### config.mk
export PLATFORM = sky130hd
export DESIGN_NAME = ranged_string_id_incrementer_flat
export DESIGN_NICKNAME = d
export VERILOG_FILES = /design/src/rtl/rsid_pkg.sv /design/src/rtl/rsid_if.sv /design/src/rtl/ranged_string_id_incrementer.sv /design/src/flat_wrapper.sv
export VERILOG_INCLUDE_DIRS = /design/src /design/src/rtl
export SDC_FILE = /design/constraint.sdc
export NUM_CORES = 1
export LEC_CHECK = 0
export ABC_AREA = 1
export BUFFER_PORTS_ARGS = -buffer_cell sky130_fd_sc_hd__buf_2
export CORE_UTILIZATION = 59
export CTS_CLUSTER_SIZE = 8
export DETAILED_ROUTE_END_ITERATION = 16
export PLACE_DENSITY_LB_ADDON = 0.25
export SYNTH_ARGS = -nofsm -noshare
export SYNTH_HDL_FRONTEND = slang
export SYNTH_SLANG_ARGS = --single-unit
### constraint.sdc
create_clock -name clk -period 4.3 [get_ports clk]
set_clock_uncertainty 0.1 [all_clocks]
set_input_delay 0.215 -clock clk [delete_from_list [all_inputs] [get_ports clk]]
set_output_delay 0.215 -clock clk [all_outputs]
set_load 0.02 [all_outputs]
### src/rtl/ranged_string_id_incrementer_assert.svh
// Assertion macros for the ranged string ID incrementer.
// Users must have clk and rst_n in scope where the macros are used.
`ifndef RANGED_STRING_ID_INCREMENTER_ASSERT_SVH
`define RANGED_STRING_ID_INCREMENTER_ASSERT_SVH

// Checked on every rising edge once reset has been released.
`define RSID_ASSERT(label, prop, msg) \
    label: assert property (@(posedge clk) disable iff (!rst_n) prop) else $error(msg);

// Checked on every rising edge, reset included.
`define RSID_ASSERT_ALWAYS(label, prop, msg) \
    label: assert property (@(posedge clk) prop) else $error(msg);

`endif

### src/rtl/rsid_pkg.sv
// Shared types and constants for the ranged string ID incrementer.
// No dependencies; the interfaces and the top level use this package.
package rsid_pkg;

    // Field widths of the channels.
    localparam int VALUE_W  = 64;
    localparam int LEN_W    = 4;
    localparam int STAT_W   = 2;
    localparam int CFG_IDX_W = 3;
    localparam int CFG_DAT_W = 8;
    localparam int TAG_W    = 2;

    // Default sizes.
    localparam int ID_BYTES_DEF    = 8;
    localparam int RANGE_SLOTS_DEF = 3;
    localparam int RANGE_MAX       = 3;

    // Register reset values.
    localparam logic [7:0] RANGE_LOW_RST  [RANGE_MAX] = '{8'd48, 8'd65, 8'd97};
    localparam logic [7:0] RANGE_HIGH_RST [RANGE_MAX] = '{8'd57, 8'd90, 8'd122};
    localparam logic [1:0] RANGES_RST = 2'd3;
    localparam logic [3:0] LIMIT_RST  = 4'd8;

    // Register indexes that are not range bounds.
    localparam logic [CFG_IDX_W-1:0] CFG_RANGES_IN_USE = 3'd6;
    localparam logic [CFG_IDX_W-1:0] CFG_LENGTH_LIMIT  = 3'd7;

    // Action codes.
    localparam logic ACT_ADVANCE = 1'b0;
    localparam logic ACT_LOAD    = 1'b1;

    // Result status codes.
    typedef enum logic [STAT_W-1:0] {
        STAT_OK        = 2'd0,
        STAT_EXHAUSTED = 2'd1,
        STAT_REJECTED  = 2'd2,
        STAT_EMPTY     = 2'd3
    } status_t;

    // Sequencer states.
    typedef enum logic [2:0] {
        S_IDLE   = 3'b001,
        S_RUN    = 3'b010,
        S_FINISH = 3'b100
    } seq_state_t;

endpackage

### src/rtl/rsid_if.sv
// Channel interfaces of the ranged string ID incrementer: request, response
// and register write. Depends on rsid_pkg for the field widths.
interface rsid_req_if;
    logic                           valid;
    logic                           ready;
    logic                           action;
    logic [rsid_pkg::VALUE_W-1:0]   load_value;
    logic [rsid_pkg::LEN_W-1:0]     load_length;

    modport source (output valid, action, load_value, load_length, input ready);
    modport sink   (input valid, action, load_value, load_length, output ready);
endinterface

interface rsid_rsp_if;
    logic                           valid;
    logic                           ready;
    logic [rsid_pkg::VALUE_W-1:0]   id_value;
    logic [rsid_pkg::LEN_W-1:0]     id_length;
    logic [rsid_pkg::STAT_W-1:0]    status;

    modport source (output valid, id_value, id_length, status, input ready);
    modport sink   (input valid, id_value, id_length, status, output ready);
endinterface

interface rsid_cfg_if;
    logic                           valid;
    logic                           ready;
    logic [rsid_pkg::CFG_IDX_W-1:0] index;
    logic [rsid_pkg::CFG_DAT_W-1:0] data;

    modport source (output valid, index, data, input ready);
    modport sink   (input valid, index, data, output ready);
endinterface

### src/rtl/ranged_string_id_incrementer.sv
// Ranged string ID incrementer: byte-serial odometer over character ranges.
// From a request beat the sequencer runs through S_RUN, one step per byte, then
// S_FINISH, where the response beat is registered once the response slot is free;
// one request is worked on at a time, so a new request is taken only in S_IDLE.
// Reset: the ID is empty, all bytes and tags zero, registers at defaults.
`include "ranged_string_id_incrementer_assert.svh"

module ranged_string_id_incrementer #(
    parameter int ID_BYTES    = rsid_pkg::ID_BYTES_DEF,
    parameter int RANGE_SLOTS = rsid_pkg::RANGE_SLOTS_DEF
) (
    input  logic        clk,
    input  logic        rst_n,
    rsid_req_if.sink    req,
    rsid_rsp_if.source  rsp,
    rsid_cfg_if.sink    cfg
);
    import rsid_pkg::*;

    localparam int CNT_W = (ID_BYTES > 1) ? $clog2(ID_BYTES) : 1;

    // Configuration registers.
    logic [7:0]         low_reg  [RANGE_SLOTS];
    logic [7:0]         high_reg [RANGE_SLOTS];
    logic [1:0]         ranges_reg;
    logic [LEN_W-1:0]   limit_reg;

    // Committed ID, last character in byte 0.
    logic [ID_BYTES-1:0][7:0]       id_reg;
    logic [ID_BYTES-1:0][TAG_W-1:0] tag_reg;
    logic [LEN_W-1:0]               len_reg;

    // Working shift registers and sequencer.
    seq_state_t                     state_reg, state_next;
    logic [ID_BYTES-1:0][7:0]       work_bytes_reg, work_bytes_next;
    logic [ID_BYTES-1:0][TAG_W-1:0] work_tags_reg, work_tags_next;
    logic [CNT_W-1:0]               cnt_reg;
    logic                           op_reg;
    logic [LEN_W-1:0]               ld_len_reg;
    logic                           fail_reg, fail_next;
    logic                           carry_reg, carry_next;
    logic                           grow_reg, grow_next;

    // Response slot.
    logic       out_valid_reg;
    status_t    status_reg;

    logic [1:0]         n_act;
    logic [LEN_W-1:0]   eff_limit;
    logic [LEN_W-1:0]   pos;
    logic [LEN_W-1:0]   cur_len;
    logic               in_len;
    logic [7:0]         cur_b, new_b;
    logic [TAG_W-1:0]   cur_t, new_t, load_tag;
    logic [7:0]         hi_sel, low_nxt;
    logic [2:0]         nxt_t;
    logic [8:0]         inc;
    logic               found;
    logic               out_free;
    logic               finish;
    logic               commit;
    status_t            status_next;

    assign cfg.ready = 1'b1;
    assign req.ready = (state_reg == S_IDLE);

    assign rsp.valid     = out_valid_reg;
    assign rsp.id_value  = VALUE_W'(id_reg);
    assign rsp.id_length = len_reg;
    assign rsp.status    = status_reg;

    // Active range count and effective length limit.
    always_comb
    begin
        if (ranges_reg == 2'd0)
            n_act = 2'd1;
        else if (ranges_reg > 2'(RANGE_SLOTS))
            n_act = 2'(RANGE_SLOTS);
        else
            n_act = ranges_reg;
        eff_limit = (limit_reg > LEN_W'(ID_BYTES)) ? LEN_W'(ID_BYTES) : limit_reg;
    end

    // Byte step unit: one byte of the working register per cycle.
    always_comb
    begin
        cur_b   = work_bytes_reg[0];
        cur_t   = work_tags_reg[0];
        pos     = LEN_W'(cnt_reg);
        cur_len = (op_reg == ACT_LOAD) ? ld_len_reg : len_reg;
        in_len  = (pos < cur_len);
        nxt_t   = {1'b0, cur_t} + 3'd1;
        inc     = {1'b0, cur_b} + 9'd1;

        hi_sel  = high_reg[0];
        low_nxt = low_reg[0];
        for (int k = 0; k < RANGE_SLOTS; k++)
        begin
            if (cur_t == TAG_W'(k))
                hi_sel = high_reg[k];
            if (nxt_t == 3'(k))
                low_nxt = low_reg[k];
        end

        // Lowest active range that holds the byte.
        found    = 1'b0;
        load_tag = '0;
        for (int k = RANGE_SLOTS - 1; k >= 0; k--)
        begin
            if ((2'(k) < n_act) && (cur_b >= low_reg[k]) && (cur_b <= high_reg[k]))
            begin
                found    = 1'b1;
                load_tag = TAG_W'(k);
            end
        end

        new_b      = cur_b;
        new_t      = cur_t;
        fail_next  = fail_reg;
        carry_next = carry_reg;
        grow_next  = grow_reg;

        if (op_reg == ACT_LOAD)
        begin
            if (in_len)
            begin
                new_t     = load_tag;
                fail_next = fail_reg | ~found;
            end
            else
            begin
                new_b = '0;
                new_t = '0;
            end
        end
        else if (in_len && carry_reg)
        begin
            if (inc <= {1'b0, hi_sel})
            begin
                new_b      = inc[7:0];
                carry_next = 1'b0;
            end
            else if (nxt_t < {1'b0, n_act})
            begin
                new_b      = low_nxt;
                new_t      = nxt_t[TAG_W-1:0];
                carry_next = 1'b0;
            end
            else
            begin
                new_b = low_reg[0];
                new_t = '0;
            end
        end
        else if (carry_reg && (pos == len_reg) && (len_reg != '0)
                 && (len_reg < eff_limit))
        begin
            // Carry out of the first character: the ID grows by one byte.
            new_b     = low_reg[0];
            new_t     = '0;
            grow_next = 1'b1;
        end

        work_bytes_next = work_bytes_reg >> 8;
        work_bytes_next[ID_BYTES-1] = new_b;
        work_tags_next = work_tags_reg >> TAG_W;
        work_tags_next[ID_BYTES-1] = new_t;
    end

    // Outcome of a finished pass.
    always_comb
    begin
        out_free = ~out_valid_reg | rsp.ready;
        finish   = (state_reg == S_FINISH) && out_free;
        commit   = 1'b0;
        if (op_reg == ACT_LOAD)
        begin
            if (fail_reg || (ld_len_reg > eff_limit))
                status_next = STAT_REJECTED;
            else
            begin
                status_next = STAT_OK;
                commit      = 1'b1;
            end
        end
        else if (len_reg == '0)
            status_next = STAT_EMPTY;
        else if (carry_reg && !grow_reg)
            status_next = STAT_EXHAUSTED;
        else
        begin
            status_next = STAT_OK;
            commit      = 1'b1;
        end
    end

    // Sequencer next state.
    always_comb
    begin
        state_next = state_reg;
        unique case (state_reg)
            S_IDLE:
            begin
                if (req.valid)
                    state_next = S_RUN;
            end
            S_RUN:
            begin
                if (cnt_reg == CNT_W'(ID_BYTES - 1))
                    state_next = S_FINISH;
            end
            S_FINISH:
            begin
                if (out_free)
                    state_next = S_IDLE;
            end
            default:
            begin
                state_next = S_IDLE;
            end
        endcase
    end

    // Control registers.
    always_ff @(posedge clk or negedge rst_n)
    begin
        if (!rst_n)
        begin
            state_reg     <= S_IDLE;
            cnt_reg       <= '0;
            out_valid_reg <= 1'b0;
            status_reg    <= STAT_OK;
        end
        else
        begin
            state_reg <= state_next;
            if (state_reg == S_RUN)
                cnt_reg <= cnt_reg + CNT_W'(1);
            else
                cnt_reg <= '0;
            if (finish)
            begin
                out_valid_reg <= 1'b1;
                status_reg    <= status_next;
            end
            else if (rsp.ready)
                out_valid_reg <= 1'b0;
        end
    end

    // Working registers: loaded on a request beat, shifted during the pass.
    always_ff @(posedge clk)
    begin
        if (req.valid && req.ready)
        begin
            op_reg     <= req.action;
            ld_len_reg <= req.load_length;
            fail_reg   <= 1'b0;
            carry_reg  <= 1'b1;
            grow_reg   <= 1'b0;
            if (req.action == ACT_LOAD)
            begin
                work_bytes_reg <= req.load_value[ID_BYTES*8-1:0];
                work_tags_reg  <= '0;
            end
            else
            begin
                work_bytes_reg <= id_reg;
                work_tags_reg  <= tag_reg;
            end
        end
        else if (state_reg == S_RUN)
        begin
            work_bytes_reg <= work_bytes_next;
            work_tags_reg  <= work_tags_next;
            fail_reg       <= fail_next;
            carry_reg      <= carry_next;
            grow_reg       <= grow_next;
        end
    end

    // Committed ID.
    always_ff @(posedge clk or negedge rst_n)
    begin
        if (!rst_n)
        begin
            id_reg  <= '0;
            tag_reg <= '0;
            len_reg <= '0;
        end
        else if (finish && commit)
        begin
            id_reg  <= work_bytes_reg;
            tag_reg <= work_tags_reg;
            if (op_reg == ACT_LOAD)
                len_reg <= ld_len_reg;
            else
                len_reg <= len_reg + LEN_W'(grow_reg);
        end
    end

    // Register writes.
    always_ff @(posedge clk or negedge rst_n)
    begin
        if (!rst_n)
        begin
            for (int k = 0; k < RANGE_SLOTS; k++)
            begin
                low_reg[k]  <= RANGE_LOW_RST[k];
                high_reg[k] <= RANGE_HIGH_RST[k];
            end
            ranges_reg <= RANGES_RST;
            limit_reg  <= LIMIT_RST;
        end
        else if (cfg.valid && cfg.ready)
        begin
            for (int k = 0; k < RANGE_SLOTS; k++)
            begin
                if (cfg.index == CFG_IDX_W'(2 * k))
                    low_reg[k] <= cfg.data;
                if (cfg.index == CFG_IDX_W'(2 * k + 1))
                    high_reg[k] <= cfg.data;
            end
            if (cfg.index == CFG_RANGES_IN_USE)
                ranges_reg <= cfg.data[1:0];
            if (cfg.index == CFG_LENGTH_LIMIT)
                limit_reg <= cfg.data[LEN_W-1:0];
        end
    end

    // The stored length never exceeds the byte store.
    `RSID_ASSERT(a_len_bound, len_reg <= LEN_W'(ID_BYTES), "ID length beyond store")
    // The committed ID only changes when a pass finishes.
    `RSID_ASSERT(a_id_hold, state_reg != S_FINISH |=> $stable(id_reg) && $stable(len_reg),
                 "ID changed outside finish")
    // A request beat starts a pass.
    `RSID_ASSERT(a_start, req.valid && req.ready |=> state_reg == S_RUN, "pass did not start")
    // A pass ends after one step per byte.
    `RSID_ASSERT(a_pass_len, state_reg == S_RUN && cnt_reg == CNT_W'(ID_BYTES - 1)
                 |=> state_reg == S_FINISH, "pass length wrong")

endmodule

### src/flat_wrapper.sv
// flat-port wrapper written by rule: the top's interface ports become plain ports
module ranged_string_id_incrementer_flat import rsid_pkg::*;
#(
    parameter int ID_BYTES    = rsid_pkg::ID_BYTES_DEF,
    parameter int RANGE_SLOTS = rsid_pkg::RANGE_SLOTS_DEF
)
  (clk, rst_n, req_valid, req_action, req_load_value, req_load_length, req_ready, rsp_valid, rsp_id_value, rsp_id_length, rsp_status, rsp_ready, cfg_valid, cfg_index, cfg_data, cfg_ready);
  rsid_req_if req_i ();
  rsid_rsp_if rsp_i ();
  rsid_cfg_if cfg_i ();
  input  logic clk;
  input  logic rst_n;
  input wire logic [$bits(req_i.valid)-1:0] req_valid;
  input wire logic [$bits(req_i.action)-1:0] req_action;
  input wire logic [$bits(req_i.load_value)-1:0] req_load_value;
  input wire logic [$bits(req_i.load_length)-1:0] req_load_length;
  output wire logic [$bits(req_i.ready)-1:0] req_ready;
  output wire logic [$bits(rsp_i.valid)-1:0] rsp_valid;
  output wire logic [$bits(rsp_i.id_value)-1:0] rsp_id_value;
  output wire logic [$bits(rsp_i.id_length)-1:0] rsp_id_length;
  output wire logic [$bits(rsp_i.status)-1:0] rsp_status;
  input wire logic [$bits(rsp_i.ready)-1:0] rsp_ready;
  input wire logic [$bits(cfg_i.valid)-1:0] cfg_valid;
  input wire logic [$bits(cfg_i.index)-1:0] cfg_index;
  input wire logic [$bits(cfg_i.data)-1:0] cfg_data;
  output wire logic [$bits(cfg_i.ready)-1:0] cfg_ready;
  assign req_i.valid = req_valid;
  assign req_i.action = req_action;
  assign req_i.load_value = req_load_value;
  assign req_i.load_length = req_load_length;
  assign req_ready = req_i.ready;
  assign rsp_valid = rsp_i.valid;
  assign rsp_id_value = rsp_i.id_value;
  assign rsp_id_length = rsp_i.id_length;
  assign rsp_status = rsp_i.status;
  assign rsp_i.ready = rsp_ready;
  assign cfg_i.valid = cfg_valid;
  assign cfg_i.index = cfg_index;
  assign cfg_i.data = cfg_data;
  assign cfg_ready = cfg_i.ready;
  ranged_string_id_incrementer #(.ID_BYTES(ID_BYTES), .RANGE_SLOTS(RANGE_SLOTS)) u_core (.clk(clk), .rst_n(rst_n), .req(req_i), .rsp(rsp_i), .cfg(cfg_i));
endmodule
==> results of run 1 <==
## layout make-up
| cell class | instances | share of cell area, % |
|---|---|---|
| Clock inverter | 4 | 0.3993 |
| Clock buffer | 56 | 6.414 |
| Sequential cell | 235 | 42.03 |
| Inverter | 258 | 6.448 |
| Multi-Input combinational cell | 964 | 34.49 |
| Tap cell | 275 | 2.288 |
| Timing Repair Buffer | 196 | 7.928 |
## critical path, stage by stage, from the launching register on
cell and delay [ns]:
edfxtp_1 0.43, inv_1 0.20, ha_1 0.70, o21ai_0 0.20, a21oi_1 0.15, a21oi_1 0.05, ha_1 0.30, a21o_1 0.16
nand3_1 0.07, nand2_1 0.06, nor2_1 0.11, nand2_1 0.07, nand2_1 0.29, nand2_1 0.10, nand3_1 0.08, nand2_1 0.06
a21oi_1 0.17, nor2_1 0.06
## repair_timing
action                                 in CTS  in global routing
setup buffers                               0                  0
hold buffers                               26                  0
endpoints found under the hold margin     118                  0
## logic make-up (layout without fill, tap and decap cells)
| group | after synthesis | in the layout |
|---|---|---|
| XOR/XNOR | 7 | 7 |
| other | 1 | 1 |
| AO/OA/AOI/OAI | 384 | 384 |
| multiplexers | 1 | 1 |
| AND/OR/NAND/NOR | 495 | 495 |
| buffers and inverters | 328 | 514 |
| flip-flops | 235 | 235 |
| adder cells (fa/ha/maj) | 76 | 76 |
## placed cells by master, fill, tap and decap left out, types with 2 or more instances in the layout
| cell type | count |
|---|---|
| clkinv_2 | 2 |
| buf_12 | 3 |
| nor3_2 | 2 |
| o21ai_1 | 71 |
| nor2_2 | 2 |
| xor2_1 | 6 |
| o21bai_1 | 2 |
| or2_2 | 2 |
| o31ai_1 | 2 |
| inv_1 | 252 |
| dfstp_2 | 24 |
| nor2_1 | 61 |
| a21boi_0 | 2 |
| o2111ai_1 | 2 |
| buf_4 | 12 |
| nand2_2 | 2 |
| a21oi_1 | 63 |
| nor3_1 | 3 |
| clkbuf_16 | 35 |
| ha_1 | 75 |
| a21o_1 | 2 |
| nand4_1 | 10 |
| nand2_1 | 358 |
| inv_2 | 5 |
| o21ai_0 | 169 |
| edfxtp_1 | 85 |
| clkbuf_1 | 20 |
| nand3_1 | 50 |
| dfrtp_1 | 123 |
| o211ai_1 | 58 |
| dlygate4sd3_1 | 26 |
| a211oi_1 | 8 |
| dfxtp_1 | 3 |
| buf_2 | 154 |
| nand2_4 | 2 |
## layer usage
layer | vias up | wire, um | global-route usage [%]
met5 | - | 0 | 0
met4 | 0 | 930 | 10.97
met3 | 74 | 2913 | 5.902
met2 | 479 | 15110 | 47.52
met1 | 5241 | 14630 | 43.65
li1 | 5349 | - | -
## power groups by stage
stage / registers [W] / clock network (W) / logic (W)
detailed placement: 0.00412 / 0 / 0.00472
global route: 0.00422 / 0.00266 / 0.00544
global placement: 0.00410 / 0 / 0.00456
finish: 0.00413 / 0.00253 / 0.00483
floorplan: 0.00436 / 0 / 0.00297
CTS: 0.00411 / 0.00256 / 0.00478
## worst paths after layout
| check | from | end |
|---|---|---|
| setup / recovery | u_core.cur_t[1] | u_core.work_bytes_next[53] |
| hold / removal | req_load_value[45] | u_core.work_bytes_next[37] |
| min in group asynchronous | rst_n | u_core.rsp.id_length[3] |
| setup reg to reg | u_core.cur_t[1] | u_core.work_bytes_next[53] |
| max in group asynchronous | rst_n | u_core.low_reg[21] |
| hold reg to reg | u_core.low_reg[10] | u_core.low_reg[10] |
## stage by stage
| step | hold slack (ns) | total power, W |
|---|---|---|
| after floorplan | -0.1806 | 0.007335 |
| after global placement | 0.2623 | 0.008664 |
| after detailed placement | 0.2740 | 0.008843 |
| after CTS | 0.0005176 | 0.01145 |
| after global routing | 0.02387 | 0.01232 |
| final | 0.005213 | 0.01149 |
==> metrics.csv, run 1 <==
stage,metric,value,unit
logic_synthesis,synth_common_cells,"nand2_1 (359), inv_1 (252), o21ai_0 (169), dfrtp_1 (123), edfxtp_1 (85)",
logic_synthesis,synth.cell_area,12820,um^2
logic_synthesis,yosys_warnings,0,
clock_tree,cts_made_buffers,35,
detailed_routing,wirelength,33590,um
clock_tree,cts_root_buffer,clkbuf_16,
power_and_ir_drop,swShare,42.04,%
floorplanning,placementRows,53,
logic_synthesis,async_flop_share,62.55,%
timing,max_slew.worst_pin.slew,1.067,ns
layout,layout.cells.non_filler,1988,
logic_synthesis,yosysTopAreaCellShare,24.01,%
detailed_routing,vias,11140,
timing,setup_violations,0,
critical_path,r2r_slack,0.67,ns
layout,multiInputGateArea,5187,um^2
critical_path,worstPathRequired,4.46,ns
floorplanning,fp.coreArea,21150,um^2
layout,fin_nets,1851,
logic_synthesis,synth_top_cell_by_area,dfrtp_1,
grt,gr-total-overflow,0,
timing,relSlewSlack,28.32,%
power_and_ir_drop,p_leak,7.456,nW
clock_tree,cts_tree,built,
floorplanning,die_w,149.4,um
floorplanning,ios,158,
clock_tree,path_clk_slew,0.06,ns
detailed_routing,drc,0,
grt,antenna_found_initial,0,
detailed_routing,postRouteAntennaNets,0,
logic_synthesis,synthSimpleGateAreaFrac,15.57,%
critical_path,worstRegToRegCells,17,
status,status,"finished, final reports clean",
timing,fmax,275.6,MHz
layout,largest_reg_flops,64,
floorplanning,die_area,22320,um^2
power_and_ir_drop,p_seq_share,36.0,%
layout,final.fill_count,1662,
timing,worst_slack,0.6710,ns
timing,drv_slew,0,
layout,final_util,71.09,%
clock_tree,clockBufferDepth,3,
placement,placed_area,13750,um^2
layout,final_cell_area,15040,um^2
placement,hpwl,23220,um
detailed_routing,first_iter_violations,903,
power_and_ir_drop,internal_power,0.006657,W
min_path,holdPathStages,5,
layout,area_growth,17.33,%
timing,min_period_over_period,84.40,%
clock_tree,ctsResizeCount,0,
logic_synthesis,ys_seq_area_share,49.31,%
critical_path,endpoint_kind,flop,
placement,gp_congestion,0.9527,
grt,grt_pass1_vias,10510,
layout,diodes,0,
logic_synthesis,synth_fa_ha_area_share,7.477,%
min_path,worstHoldPathType,in2reg,
timing,rsz0062_at_grt,no,
power_and_ir_drop,peakVddDrop,370.9,uV
clock_tree,cts_num_sinks,235,
power_and_ir_drop,clkPwrFrac,22.0,%
job,max_cap_viol_count,0,
logic_synthesis,yosysMostFrequentCell,nand2_1,
logic_synthesis,synthCells,1527,
grt,grt_start_max_net_pins,117,
critical_path,start_kind,flop,
layout,drive_gt1_share,14.89,%
logic_synthesis,synth_top_family_by_area,compound AO/OA/AOI/OAI gates,
floorplanning,start_util,60.60,%
critical_path,cp_max_fo,25,
power_and_ir_drop,power_switching,0.004829,W
timing,finalSetupTns,0,ns
layout,final-seq-area,6321,um^2
logic_synthesis,ys_types,44,
logic_synthesis,syn_area_per_cell,8.395,um^2
logic_synthesis,synth-edff-count,85,
logic_synthesis,synth_compound_area_share,16.68,%
clock_tree,worstSkewPairLatency,0.53,ns
grt,grt_pass1_wl,53590,um
placement,dpl.cell_count,1902,
detailed_routing,wl_per_cell,16.89,um
logic_synthesis,synth_xor_area_share,0.4783,%
logic_synthesis,synth_mux_area_share,0.07809,%
logic_synthesis,synth_ff_type,dfrtp_1,
detailed_routing,via_per_inst,5.605,
grt,track_usage,30.92,%
timing,finalCriticalPeriod,3.629,ns
critical_path,critPathArrivalTime,3.79,ns
logic_synthesis,ys_ff_latch,235,
placement,pre_cts_slack,0.7646,ns
logic_synthesis,syn_nets,1688,
placement,portBuffers,156,
floorplanning,dieHeight,149.4,um
timing,final_hold_viol_count,0,
clock_tree,htreeDepth,2,
power_and_ir_drop,power_density,763.7,nW/um^2
critical_path,crit_type,reg2reg,
power_and_ir_drop,combPwrFrac,42.0,%
detailed_routing,firstDrtPassIters,6,
logic_synthesis,synth_area_leaders,"dfrtp_1 (24%), edfxtp_1 (20%), nand2_1 (11%)",
(Power assumes the default switching activity.)
==> run 2: changes to the inputs <==
Clock period 4.3 ns to 3.65 ns, I/O delays scaled along.
==> run 2 against run 1 <==
Cell count increased by 0.91%. Critical path depth decreased by 1. Global-route usage increased by 0.92 points. Register-to-register slack got worse by 0.28 ns. Sequential share of layout area decreased by 0.40 points. Highest routed layer unchanged. Worst hold slack got worse by 0.0077 ns. Combinational power increased by 19%. Total power increased by 18%. The run now ends with negative hold slack left. Core utilization increased by 0.69 points. Non-clock buffer count increased by 16. Clock-buffer cell count increased by 3.
==> metrics.csv, run 2 (synthesized netlist as in run 1, its figures left out) <==
stage,metric,value,unit
status,status,finished with violations,
status,failed_checks,negative hold slack,
critical_path,r2r-start,u_core.cur_t[0],
power_and_ir_drop,peakVddDrop,484.3,uV
layout,diodes,0,
layout,fin_nets,1867,
placement,hpwl,24040,um
critical_path,path_delay_family,simple AND/OR/NAND/NOR gates,
power_and_ir_drop,p_leak,7.521,nW
power_and_ir_drop,combPwrFrac,42.1,%
detailed_routing,firstDrtPassIters,5,
power_and_ir_drop,power_density,896.1,nW/um^2
critical_path,worstRegToRegCells,16,
detailed_routing,top_layer,met4,
grt,grt_pass1_vias,10350,
grt,gr-total-overflow,0,
critical_path,slowest_stage,edfxtp_1,
placement,placed_area,13790,um^2
timing,hold_ws,-0.002496,ns
timing,worst_slack,0.3953,ns
critical_path,path_common_cell,nor2_1,
layout,largest_reg_flops,64,
critical_path,cp_max_fo,11,
clock_tree,clockBufferDepth,3,
power_and_ir_drop,clkPwrFrac,22.0,%
timing,min_period_over_period,89.17,%
power_and_ir_drop,power_switching,0.005714,W
critical_path,critPathArrivalTime,3.38,ns
placement,gp_congestion,0.9420,
layout,layout_common_cells,"nand2_1 (357), inv_1 (252), o21ai_0 (169), buf_2 (154), dfrtp_1 (123)",
floorplanning,placementRows,53,
detailed_routing,via_per_inst,5.553,
clock_tree,htreeDepth,2,
floorplanning,die_area,22320,um^2
placement,pre_cts_slack,0.2154,ns
critical_path,crit_path_cell_trace,inv_1 -> ha_2 -> inv_1 -> o21ai_0 -> ha_1 -> a21o_1 -> nor2_1 -> nor2_1 -> nor2_1 -> nand2_1 -> nand2_2 -> nand2_1 -> nand3_1 -> nand2_1 -> a21oi_1 -> nor2_1,
power_and_ir_drop,totalPowerFinal,0.01361,W
timing,setup_violations,0,
detailed_routing,route.met2.wl,15980,um
timing,fmax,307.2,MHz
power_and_ir_drop,p_seq_share,35.9,%
timing,rsz0062_at_grt,no,
detailed_routing,drc,0,
layout,final-seq-area,6321,um^2
detailed_routing,wl_per_cell,17.42,um
grt,grt_pass1_wl,54580,um
floorplanning,start_util,60.60,%
clock_tree,worstSkewPairLatency,0.51,ns
timing,relSlewSlack,23.73,%
layout,drive_gt1_share,15.08,%
clock_tree,cts_root_buffer,clkbuf_16,
layout,final_cell_area,15180,um^2
critical_path,worstPathRequired,3.78,ns
critical_path,cp_num_cells,16,
detailed_routing,first_iter_violations,819,
floorplanning,fp.coreArea,21150,um^2
detailed_routing,vias,11140,
timing,final_hold_viol_count,1,
power_and_ir_drop,internal_power,0.007893,W
grt,grt_start_max_net_pins,96,
clock_tree,cts_num_sinks,235,
clock_tree,cts_made_buffers,35,
clock_tree,path_clk_slew,0.05,ns
min_path,worstHoldPathType,in2reg,
critical_path,start_kind,flop,
layout,final_util,71.78,%
critical_path,startpoint,u_core.cur_t[0],
floorplanning,ios,158,
timing,finalSetupTns,0,ns
detailed_routing,postRouteAntennaNets,0,
power_and_ir_drop,swShare,42.00,%
floorplanning,die_w,149.4,um
layout,multiInputGateArea,5192,um^2
min_path,holdCritStartpoint,req_load_value[46],
layout,area_growth,18.46,%
timing,max_slew.worst_pin.slew,1.135,ns
critical_path,cp_num_buf_inv,2,
layout,final_common_cell,nand2_1,
grt,antenna_found_initial,0,
critical_path,crit_type,reg2reg,
job,max_cap_viol_count,0,
detailed_routing,wl_met1,15470,um
detailed_routing,wirelength,34940,um
floorplanning,dieHeight,149.4,um
placement,portBuffers,156,
grt,track_usage,31.83,%
clock_tree,cts_tree,built,
min_path,holdPathStages,5,
detailed_routing,route.met3.wl,2608,um
critical_path,endpoint_kind,flop,
timing,finalCriticalPeriod,3.255,ns
layout,final.fill_count,1713,
timing,drv_slew,0,
critical_path,critical-path-max-stage-delay,0.47,ns
[run 2: worst paths after layout]
kind                                                   end  slack, ns
max in group asynchronous                u_core.tag_reg[7]       2.39
min in group asynchronous          u_core.rsp.id_length[0]       0.22
worst min-delay path            u_core.work_bytes_next[38]     -0.002
worst min register to register         u_core.high_reg[15]       0.38
worst max-delay path            u_core.work_bytes_next[53]       0.40
worst max register to register  u_core.work_bytes_next[53]       0.40
[run 2: routing by layer]
metal / up-vias / GRT usage, %
met5: - / 0
met4: 0 / 10.61
met3: 67 / 5.535
met2: 454 / 49.70
met1: 5230 / 44.92
li1: 5389 / -
[run 2: cell type report]
| class | count | area share [%] |
|---|---|---|
| clock buffer | 59 | 6.501 |
| tap | 275 | 2.266 |
| clock inverter | 3 | 0.1978 |
| sequential | 235 | 41.63 |
| inverter | 258 | 6.386 |
| multi-input combinational | 964 | 34.20 |
| timing repair buffer | 212 | 8.825 |
[run 2: power by group through the flow]
stage               clock network (W)  logic [W]  registers [W]
detailed placement                  0    0.00559        0.00487
CTS                           0.00301    0.00567        0.00486
finish                        0.00299    0.00573        0.00488
floorplan                           0    0.00350        0.00512
global placement                    0    0.00543        0.00485
global route                  0.00312    0.00647        0.00498
[run 2: repair_timing]
item                                    in CTS  in global routing
endpoints found under the hold margin      128                  0
endpoints found under the setup margin       0                 10
hold buffers                                37                  0
resized for setup                            0                  2
setup buffers                                0                  0
[run 2: worst min-delay path: stages]
cell and delay (ns):
buf_2 0.08, inv_1 0.03, nand2_1 0.04, o211ai_1 0.08, o21ai_0 0.07
[run 2: through the flow]
step	std cells	hold slack, ns
6_report	2006	-0.002496
5_1_grt	2006	0.01991
4_1_cts	2006	0.0004494
3_5_place_dp	1907	0.2095
3_3_place_gp	1907	0.2072
2_1_floorplan	1527	-0.2131
